File: config.mk
export PLATFORM = sky130hd
export DESIGN_NAME = keyed_stack_with_removal_top
export DESIGN_NICKNAME = d
export VERILOG_FILES = /design/src/sv/ksr_pkg.sv /design/src/sv/ksr_cell.sv /design/src/sv/keyed_stack_with_removal_top.sv
export SDC_FILE = /design/constraint.sdc
export NUM_CORES = 2
export LEC_CHECK = 0
export ABC_AREA = 0
export BUFFER_PORTS_ARGS = -buffer_cell sky130_fd_sc_hd__buf_2
export CORE_UTILIZATION = 36
export DETAILED_ROUTE_END_ITERATION = 10
export SLEW_MARGIN = 20
export SYNTH_ARGS = -nofsm -noshare
export SYNTH_HDL_FRONTEND = slang
export SYNTH_SLANG_ARGS = --single-unit
export TNS_END_PERCENT = 30
File: constraint.sdc
create_clock -name clk_i -period 10.8 [get_ports clk_i]
set_input_delay 0.54 -clock clk_i [delete_from_list [all_inputs] [get_ports clk_i]]
set_output_delay 0.54 -clock clk_i [all_outputs]
set_load 0.005 [all_outputs]
File: src/sv/ksr_pkg.sv
// Package with the command, status and payload types of the keyed stack.
`default_nettype none
package ksr_pkg;

  localparam int unsigned KeyW    = 16;
  localparam int unsigned ValW    = 32;
  localparam int unsigned CmdW    = 3;
  localparam int unsigned StatW   = 2;
  localparam int unsigned CountW  = 5;

  typedef enum logic [CmdW-1:0] {
    CMD_PUSH   = 3'd0,
    CMD_POP    = 3'd1,
    CMD_PEEK   = 3'd2,
    CMD_FIND   = 3'd3,
    CMD_REMOVE = 3'd4
  } cmd_e;

  typedef enum logic [StatW-1:0] {
    ST_OK   = 2'd0,
    ST_MISS = 2'd1,
    ST_FULL = 2'd2
  } status_e;

  typedef struct packed {
    logic [CmdW-1:0] command;
    logic [KeyW-1:0] key;
    logic [ValW-1:0] value;
  } req_t;

  typedef struct packed {
    logic [StatW-1:0]  status;
    logic [KeyW-1:0]   out_key;
    logic [ValW-1:0]   out_value;
    logic [CountW-1:0] entry_count;
    logic              is_empty;
  } rsp_t;

  // Shift and search controls broadcast to every cell of the row.
  typedef struct packed {
    logic            push;
    logic            pop;
    logic            remove;
    logic [KeyW-1:0] key;
  } ctrl_t;

endpackage
`default_nettype wire

File: src/sv/ksr_cell.sv
// One storage cell of the stack row: entry registers, key compare and search hand-off.
`default_nettype none
module ksr_cell #(
  parameter int unsigned VW = 32
) (
  input  logic                     clk_i,
  input  ksr_pkg::ctrl_t           ctrl_i,
  input  logic                     occ_i,
  input  logic [ksr_pkg::KeyW-1:0] prev_key_i,
  input  logic [VW-1:0]            prev_val_i,
  input  logic [ksr_pkg::KeyW-1:0] next_key_i,
  input  logic [VW-1:0]            next_val_i,
  input  logic                     found_i,
  input  logic [ksr_pkg::KeyW-1:0] fkey_i,
  input  logic [VW-1:0]            fval_i,
  output logic [ksr_pkg::KeyW-1:0] key_o,
  output logic [VW-1:0]            val_o,
  output logic                     found_o,
  output logic [ksr_pkg::KeyW-1:0] fkey_o,
  output logic [VW-1:0]            fval_o
);

  logic [ksr_pkg::KeyW-1:0] key_q, key_d;
  logic [VW-1:0]            val_q, val_d;
  logic                     hit;
  logic                     shift_up;

  // The first occupied match seen from the newest end wins.
  assign hit      = occ_i & ~found_i & (key_q == ctrl_i.key);
  assign found_o  = found_i | hit;
  assign fkey_o   = found_i ? fkey_i : key_q;
  assign fval_o   = found_i ? fval_i : val_q;
  assign shift_up = ctrl_i.pop | (ctrl_i.remove & found_o);

  always_comb begin
    key_d = key_q;
    val_d = val_q;
    if (ctrl_i.push) begin
      key_d = prev_key_i;
      val_d = prev_val_i;
    end else if (shift_up) begin
      key_d = next_key_i;
      val_d = next_val_i;
    end
  end

  always_ff @(posedge clk_i) begin
    key_q <= key_d;
    val_q <= val_d;
  end

  assign key_o = key_q;
  assign val_o = val_q;

endmodule
`default_nettype wire

File: src/sv/keyed_stack_with_removal_top.sv
// Top level of the keyed stack: command register, cell row, count and result register.
`default_nettype none
// A command is taken when start is high and busy is low. It is registered, executed
// against the row of cells in the next cycle, and its result appears on rsp_o with done_o
// high for exactly one cycle after that; a new command can be started while the previous
// result is shown. The receiver cannot hold a result off: it has to take rsp_o in the one
// cycle that done_o is high. Cell 0 holds the newest entry; push and pop shift the whole
// row by one place, and remove shifts only the cells at and past the matching entry. Find
// and remove pass a found flag with the matching entry down the row, so the execute cycle
// carries a compare plus a ripple through DEPTH cells.
module keyed_stack_with_removal_top #(
  parameter int unsigned DEPTH       = 16,
  parameter int unsigned VALUE_WIDTH = 32
) (
  input  logic          clk_i,
  input  logic          rst_ni,
  input  logic          start,
  output logic          busy,
  input  ksr_pkg::req_t req_i,
  output logic          done_o,
  output ksr_pkg::rsp_t rsp_o
);

  localparam int unsigned CW = $clog2(DEPTH + 1);
  localparam int unsigned VW = VALUE_WIDTH;

  ksr_pkg::req_t  req_q;
  logic           pend_q;
  logic [CW-1:0]  cnt_q, cnt_d;
  ksr_pkg::rsp_t  rsp_q, rsp_d;
  logic           done_q;
  ksr_pkg::ctrl_t ctrl;
  logic           full, empty;

  logic [ksr_pkg::KeyW-1:0] key_w  [DEPTH];
  logic [VW-1:0]            val_w  [DEPTH];
  logic                     fnd_w  [DEPTH];
  logic [ksr_pkg::KeyW-1:0] fkey_w [DEPTH];
  logic [VW-1:0]            fval_w [DEPTH];
  logic [VW-1:0]            new_val;

  assign busy    = pend_q;
  assign full    = (cnt_q == CW'(DEPTH));
  assign empty   = (cnt_q == '0);
  assign new_val = VW'(req_q.value);

  always_comb begin
    ctrl.key    = req_q.key;
    ctrl.push   = pend_q & (req_q.command == ksr_pkg::CMD_PUSH) & ~full;
    ctrl.pop    = pend_q & (req_q.command == ksr_pkg::CMD_POP) & ~empty;
    ctrl.remove = pend_q & (req_q.command == ksr_pkg::CMD_REMOVE);
  end

  for (genvar i = 0; i < DEPTH; i++) begin : g_cell
    logic [ksr_pkg::KeyW-1:0] pk, nk, fk;
    logic [VW-1:0]            pv, nv, fv;
    logic                     fi;
    if (i == 0) begin : g_head
      assign pk = req_q.key;
      assign pv = new_val;
      assign fi = 1'b0;
      assign fk = '0;
      assign fv = '0;
    end else begin : g_body
      assign pk = key_w[i-1];
      assign pv = val_w[i-1];
      assign fi = fnd_w[i-1];
      assign fk = fkey_w[i-1];
      assign fv = fval_w[i-1];
    end
    if (i == DEPTH - 1) begin : g_tail
      assign nk = key_w[i];
      assign nv = val_w[i];
    end else begin : g_inner
      assign nk = key_w[i+1];
      assign nv = val_w[i+1];
    end

    ksr_cell #(
      .VW(VW)
    ) u_cell (
      .clk_i      (clk_i),
      .ctrl_i     (ctrl),
      .occ_i      (CW'(i) < cnt_q),
      .prev_key_i (pk),
      .prev_val_i (pv),
      .next_key_i (nk),
      .next_val_i (nv),
      .found_i    (fi),
      .fkey_i     (fk),
      .fval_i     (fv),
      .key_o      (key_w[i]),
      .val_o      (val_w[i]),
      .found_o    (fnd_w[i]),
      .fkey_o     (fkey_w[i]),
      .fval_o     (fval_w[i])
    );
  end

  always_comb begin
    cnt_d             = cnt_q;
    rsp_d.status      = ksr_pkg::ST_OK;
    rsp_d.out_key     = '0;
    rsp_d.out_value   = '0;
    case (req_q.command)
      ksr_pkg::CMD_PUSH: begin
        if (full) begin
          rsp_d.status = ksr_pkg::ST_FULL;
        end else begin
          cnt_d = cnt_q + CW'(1);
        end
      end
      ksr_pkg::CMD_POP, ksr_pkg::CMD_PEEK: begin
        if (empty) begin
          rsp_d.status = ksr_pkg::ST_MISS;
        end else begin
          rsp_d.out_key   = key_w[0];
          rsp_d.out_value = ksr_pkg::ValW'(val_w[0]);
          if (req_q.command == ksr_pkg::CMD_POP) begin
            cnt_d = cnt_q - CW'(1);
          end
        end
      end
      ksr_pkg::CMD_FIND, ksr_pkg::CMD_REMOVE: begin
        if (!fnd_w[DEPTH-1]) begin
          rsp_d.status = ksr_pkg::ST_MISS;
        end else begin
          rsp_d.out_key   = fkey_w[DEPTH-1];
          rsp_d.out_value = ksr_pkg::ValW'(fval_w[DEPTH-1]);
          if (req_q.command == ksr_pkg::CMD_REMOVE) begin
            cnt_d = cnt_q - CW'(1);
          end
        end
      end
      default: begin
      end
    endcase
    rsp_d.entry_count = ksr_pkg::CountW'(cnt_d);
    rsp_d.is_empty    = (cnt_d == '0);
  end

  always_ff @(posedge clk_i or negedge rst_ni) begin
    if (!rst_ni) begin
      pend_q <= 1'b0;
      done_q <= 1'b0;
      cnt_q  <= '0;
    end else begin
      pend_q <= start & ~pend_q;
      done_q <= pend_q;
      if (pend_q) begin
        cnt_q <= cnt_d;
      end
    end
  end

  always_ff @(posedge clk_i) begin
    if (start && !pend_q) begin
      req_q <= req_i;
    end
    if (pend_q) begin
      rsp_q <= rsp_d;
    end
  end

  assign done_o = done_q;
  assign rsp_o  = rsp_q;

  // Every accepted request produces its result, registered through pend_q and then done_q.
  a_req_to_done: assert property (@(posedge clk_i) disable iff (!rst_ni)
    (start && !busy) |=> ##1 done_o)
    else $error("request did not complete two cycles after acceptance");

  // Results never come back to back, since each request needs an execute cycle.
  a_done_single: assert property (@(posedge clk_i) disable iff (!rst_ni)
    done_o |=> !done_o)
    else $error("result strobe held for more than one cycle");

  // The empty flag agrees with the reported count.
  a_empty_flag: assert property (@(posedge clk_i) disable iff (!rst_ni)
    done_o |-> (rsp_o.is_empty == (rsp_o.entry_count == '0)))
    else $error("empty flag disagrees with entry count");

  // The fill count never passes the number of cells.
  a_cnt_bound: assert property (@(posedge clk_i) disable iff (!rst_ni)
    cnt_q <= CW'(DEPTH))
    else $error("fill count exceeds depth");

endmodule
`default_nettype wire

# [After elaboration in Yosys (flattened, before gate mapping)]
# Index checks and enable logic that the tools add are counted.
[word_totals] register_bits=882 inputBits=54 output_inout_bits=58 wordCells=307
[classes] add_sub_neg=2 n_lt_le_gt_ge=16 n_eq_ne=21 muxes=103 bitwise_logic=100 reduce_logical=22
[op_table] op="$mux W32" count=45
[op_table] op="$mux W16" count=45
[op_table] op="$eq A16 B16 Y1" count=16
[op_table] op="$mux W48" count=2
[op_table] op="$pmux W48 S2" count=1
[op_table] op="$and A1 B1 Y1" count=52
[op_table] op="$lt A4 B5 Y1 const A" count=8
[op_table] op="$or A1 B1 Y1" count=30
[op_table] op="$reduce_bool A2 Y1" count=15
[op_table] op="$mux W5" count=5
[op_table] op="$lt A3 B5 Y1 const A" count=4
[op_table] op="$not A1 Y1" count=18
[op_table] op="$pmux W5 S3" count=1
[op_table] op="$logic_not A5 Y1" count=2
[op_table] op="$lt A1 B5 Y1 const A" count=2
[op_table] op="$lt A2 B5 Y1 const A" count=2
[op_table] op="$eq A3 B2 Y1 const B" count=2
[op_table] op="$pmux W2 S3" count=1
[op_table] op="$add A5 B1 Y5 const B" count=1
[op_table] op="$eq A5 B5 Y1 const B" count=1
[op_table] op="$sub A5 B1 Y5 const B" count=1
[op_table] op="$reduce_or A2 Y1" count=2
[op_table] op="$eq A3 B1 Y1 const B" count=1
[op_table] op="$eq A3 B3 Y1 const B" count=1
[op_table] op="other kinds (5)" count=6

# [Logic depth before layout (Yosys ltp)]
[depth] ltp_word=65 depth_mapped=14 depth_no_buf=11

# [Modules after synthesis]
# From an unflattened synthesis, not the netlist that was laid out.
[hier_totals] cells_unflattened=3196 hier_area_um2=49462.4
[by_module_without_submodules] mod="ksr_cell" instances=16 cells_per_inst=181 area_each_um2=2796.4 seq_area_each_um2=1441.4
[by_module_without_submodules] mod="keyed_stack_with_removal_top" instances=1 cells_per_inst=300 area_each_um2=4719.5 seq_area_each_um2=3388.2

# [Least setup slack after synthesis]
# No wires, ideal clock.
[synth_timing] kind="reg-to-reg" startpoint="register cnt_q[1]" endpoint="register g_cell[6].u_cell.key_q (netlist bit g_cell[6].u_cell.key_o[0]) (enable)" arrival_ns=6.031 setup_slack_ns=4.249 stages_incl_launch_ff=13 path_buffers=3 period_less_slack_ns=6.551 path_cell_list="dfrtp_1 clkbuf_1 inv_1 ha_1 o21bai_1 a211oi_1 nand2_1 o22ai_2 nand4b_1 buf_2 buf_2 nor2_1 o21ai_0"
[synth_between] elab_chain_len=29 elab_cells_between_ends=41
[synth_rtl] element="start: declaration" line_no="keyed_stack_with_removal_top.sv:29" source="logic [CW-1:0] cnt_q, cnt_d;"
[synth_rtl] element="start signal: assignment" line_no="keyed_stack_with_removal_top.sv:151" source="cnt_q <= cnt_d;"
[synth_rtl] element="$lt A1 B5 Y1" line_no="keyed_stack_with_removal_top.sv:84" source=".occ_i (CW'(i) < cnt_q),"
[synth_rtl] element="$and A1 B1 Y1" line_no="ksr_cell.sv:29" source="assign hit = occ_i & ~found_i & (key_q == ctrl_i.key);"
[synth_rtl] element="$not A1 Y1" line_no="ksr_cell.sv:29"
[synth_rtl] element="$and A1 B1 Y1 (2 in series)" line_no="ksr_cell.sv:29"
[synth_rtl] element="$or A1 B1 Y1" line_no="ksr_cell.sv:30" source="assign found_o = found_i | hit;"
[synth_rtl] element="$not A1 Y1" line_no="ksr_cell.sv:29"
[synth_rtl] element="$and A1 B1 Y1 (2 in series)" line_no="ksr_cell.sv:29"
[synth_rtl] element="$or A1 B1 Y1" line_no="ksr_cell.sv:30"
[synth_rtl] element="[... 9 more ...]"
[synth_rtl] element="$and A1 B1 Y1 (2 in series)" line_no="ksr_cell.sv:29"
[synth_rtl] element="$or A1 B1 Y1" line_no="ksr_cell.sv:30"
[synth_rtl] element="$not A1 Y1" line_no="ksr_cell.sv:29"
[synth_rtl] element="$and A1 B1 Y1 (2 in series)" line_no="ksr_cell.sv:29"
[synth_rtl] element="$or A1 B1 Y1" line_no="ksr_cell.sv:30"
[synth_rtl] element="$and A1 B1 Y1" line_no="ksr_cell.sv:33" source="assign shift_up = ctrl_i.pop | (ctrl_i.remove & found_o);"
[synth_rtl] element="$or A1 B1 Y1" line_no="ksr_cell.sv:33"
[synth_rtl] element="$reduce_bool A2 Y1 (no source line) *"
[synth_rtl] element="end signal: assignment" line_no="ksr_cell.sv:48" source="key_q <= key_d;"
[synth_rtl] element="end: declaration" line_no="ksr_cell.sv:23" source="logic [ksr_pkg::KeyW-1:0] key_q, key_d;"
# Every way passes the cells marked *; elsewhere a longest branch is shown, timed or not.
# A chain may end at the register's enable or synchronous reset.

==> flow_metrics.env <==
export IMPL_place_gp_congestion=1.03
export IMPL_critPathRequiredTime_ps=11290
export IMPL_die_y_um=368
export IMPL_synthTopCellsByArea="edfxtp_1 54%, nand2_1 19%, xor2_1 2.7%"
export IMPL_total_leakage_power_nw=21.2
export IMPL_yosysTopAreaCell="edfxtp_1"
export IMPL_fin_skew_ps=41.1
export IMPL_core_area_um2=132000
export IMPL_status="completed"
export IMPL_async_reset_ff_share_pct=0.794
export IMPL_netlist_area_leader_share_pct=54.5
export IMPL_antenna_found_initial=13
export IMPL_cts_tree="done"
export IMPL_wirelength_um=211000
export IMPL_area_growth_pct=13.2
export IMPL_top_level_ports=112
export IMPL_initial_utilization_pct=36.5
export IMPL_worst_hold_path_type="in -> reg"
export IMPL_p_per_area_nw_per_um2=157
export IMPL_clk_path_buf_depth=3
export IMPL_drive_gt1_share_pct=9.15
export IMPL_die_area_um2=135000
export IMPL_ir_worst_vdd_mv=0.127
export IMPL_cts_buffers=104
export IMPL_dpl_instance_area_um2=50600
export IMPL_cts_clk_slew_worst_paths_ps=60
export IMPL_viasPerCell=5.96
export IMPL_period_needed_ps=5510
export IMPL_ys_types=99
export IMPL_synth_ff_type="edfxtp_1"
export IMPL_cts_sinks=882
export IMPL_layout_common_cells="2,420 x nand2_1, 875 x edfxtp_1, 186 x nor2_1"
export IMPL_timing_rr_end="rsp_o[30]"
export IMPL_fin_setup_tns_ps=0
export IMPL_post_cts_buffers=0
export IMPL_cts_root_buf="clkbuf_16"
export IMPL_ff_latch_area_um2=26500
export IMPL_timing_fmax_ghz=0.181
export IMPL_cp_startpoint="g_cell[0].pk[4]"
export IMPL_grt_pass1_wl_um=296000
export IMPL_holdBufCountCts=36
export IMPL_hold_slack_ps=47.3
export IMPL_synth_warnings=0
export IMPL_ant_nets=0
export IMPL_synth_edff_count=875
export IMPL_grt_pass1_vias=40400
export IMPL_stdcell_area_um2=54600
export IMPL_post_cts_resized=0
export IMPL_crit_end="rsp_o[30]"
export IMPL_route_vias_total=42700
export IMPL_syn_avg_cell_area_um2=9.11
export IMPL_maxCapViolCount=0
export IMPL_io_buffers=111
export IMPL_ff2ff_setup_slack_ps=5290
export IMPL_endpoint_kind="register"
export IMPL_worst_slew_pin_slew_ps=1340
export IMPL_nets=5379
export IMPL_period_share_pct=51.0
export IMPL_ctsHtreeMaxLevel=3
export IMPL_finalMaxSlewViolations=0
export IMPL_arrival_ps=6000
export IMPL_grt_usage_pct=30.3
export IMPL_startpoint_type="register"
export IMPL_multi_input_area_um2=20500
export IMPL_path_class="reg -> reg"
export IMPL_mostFrequentLayoutCell="nand2_1"
export IMPL_setup_viol=0
export IMPL_final_instance_count_excl_fill=7170
export IMPL_place_inst=6934
export IMPL_initialDrtViolationCount=6117
export IMPL_drcViolationCount=0
export IMPL_worstReg2RegStart="g_cell[0].pk[4]"
export IMPL_std_cell_rows=133
export IMPL_grt_start_max_net_pins=209
export IMPL_hpwl_um=151000
export IMPL_ys_seq_area_share_pct=54.9
export IMPL_rsz0062_at_grt="false"
export IMPL_post_drt_wl_per_cell_um=29.5
export IMPL_ff2ff_path_depth=11
export IMPL_max_slew_margin_pct=9.56
export IMPL_fill_cells=13300
export IMPL_drt_pass1_iterations=6
export IMPL_die_w_um=368
export IMPL_synth_fp_nets=5350
export IMPL_crit_fanout=17
export IMPL_finish_utilization_pct=41.3
export IMPL_grt_overflow=0
export IMPL_synth_seq_cells=882
export IMPL_clk_latency_ps=740
export IMPL_synth_area_um2=48200
export IMPL_hold_viol=0
export IMPL_synth_cells=5292
-- metrics by stage --
step	setup WS, ps	total power [W]
2_1_floorplan	4250	0.00450
3_3_place_gp	5530	0.00483
3_5_place_dp	5500	0.00483
4_1_cts	5490	0.00857
5_1_grt	5300	0.00876
6_report	5290	0.00855
-- layout make-up --
type	instances	share of cell area, %
clock buffers	126	5.05
flip-flops and latches	882	48.4
multi-input cells	4057	37.6
clock inverters	70	1.49
repair buffers	255	3.19
diodes	4	0.0183
well taps	1755	4.02
inverters	21	0.158
-- power breakdown --
part,internal [W],switching [W]
registers,0.00392,0.000173
logic,0.000205,0.000500
clock network,0.00218,0.00157
total,0.00631,0.00224
-- synth_stat cells, types with 11 or more instances --
library cell     n
edfxtp_1       875
a32oi_1         18
a22oi_1         14
a221oi_1        22
o21ai_0        149
buf_2           37
and3_1          37
a21oi_1         76
o21ai_1         12
a2111oi_0       25
nor2_1         189
o22ai_1         39
buf_4           23
and2_1          18
o21a_1          11
nor4_1          57
nand4_1         66
or2_2           15
nand2b_1        14
mux2i_1         29
xnor2_1        109
mux2_2          24
a31oi_1         23
a311oi_1        14
xor2_1         148
o2111ai_1       11
nor3_1          83
inv_1           20
or3_1           35
o211ai_1        26
nand2_1       2422
a211oi_1        21
nand3_1        104
clkbuf_1       254
o221ai_1        12
o311ai_0        20
-- worst min path at each step --
stage,start,end,slack [ps],cells past startpoint
finish,req_i[32],g_cell[0].pk[0],50,1
CTS,req_i[43],g_cell[0].pk[11],20,1
detailed placement,rst_ni,busy,420,1
floorplan,rst_ni,busy,240,0
global placement,rst_ni,busy,420,1
global route,req_i[43],g_cell[0].pk[11],30,1
-- logic make-up after synthesis --
family | share of synthesized area (%)
xor gates and xnor gates | 4.67
buffers and inverters | 3.15
AOI/OAI and AO/OA | 9.12
muxes | 1.16
adders and majority gates | 0.104
DFF | 54.9
and+or+nand+nor | 26.9
-- routing by layer --
layer / vias to the layer above / GRT usage, % / routed length [um]
li1: 18500 / - / -
met1: 21100 / 40.5 / 83000
met2: 2617 / 46.0 / 93200
met3: 501 / 6.50 / 21900
met4: 4 / 16.1 / 13100
met5: - / 0 / 26
-- worst max-delay path: stages, from the launching register on --
cell and delay (ps):
edfxtp_1 320, buf_4 330, xor2_1 220, nor4_1 740, nand3_1 610, nor2_1 940
nor3_1 110, buf_4 240, nand3_1 740, a2bb2oi_1 560, o22ai_1 160, a32o_1 280
-- flip-flops by register name, summed over array words and instances (netlist names) --
register,flops
g_cell.pk,16
g_cell.u_cell.val_o,512
req_q,3
g_cell.u_cell.key_o,256
cnt_q,5
rsp_o,56
g_cell.pv,32
done_o,1
busy,1
No activity file was read; power rests on OpenSTA's default activity.
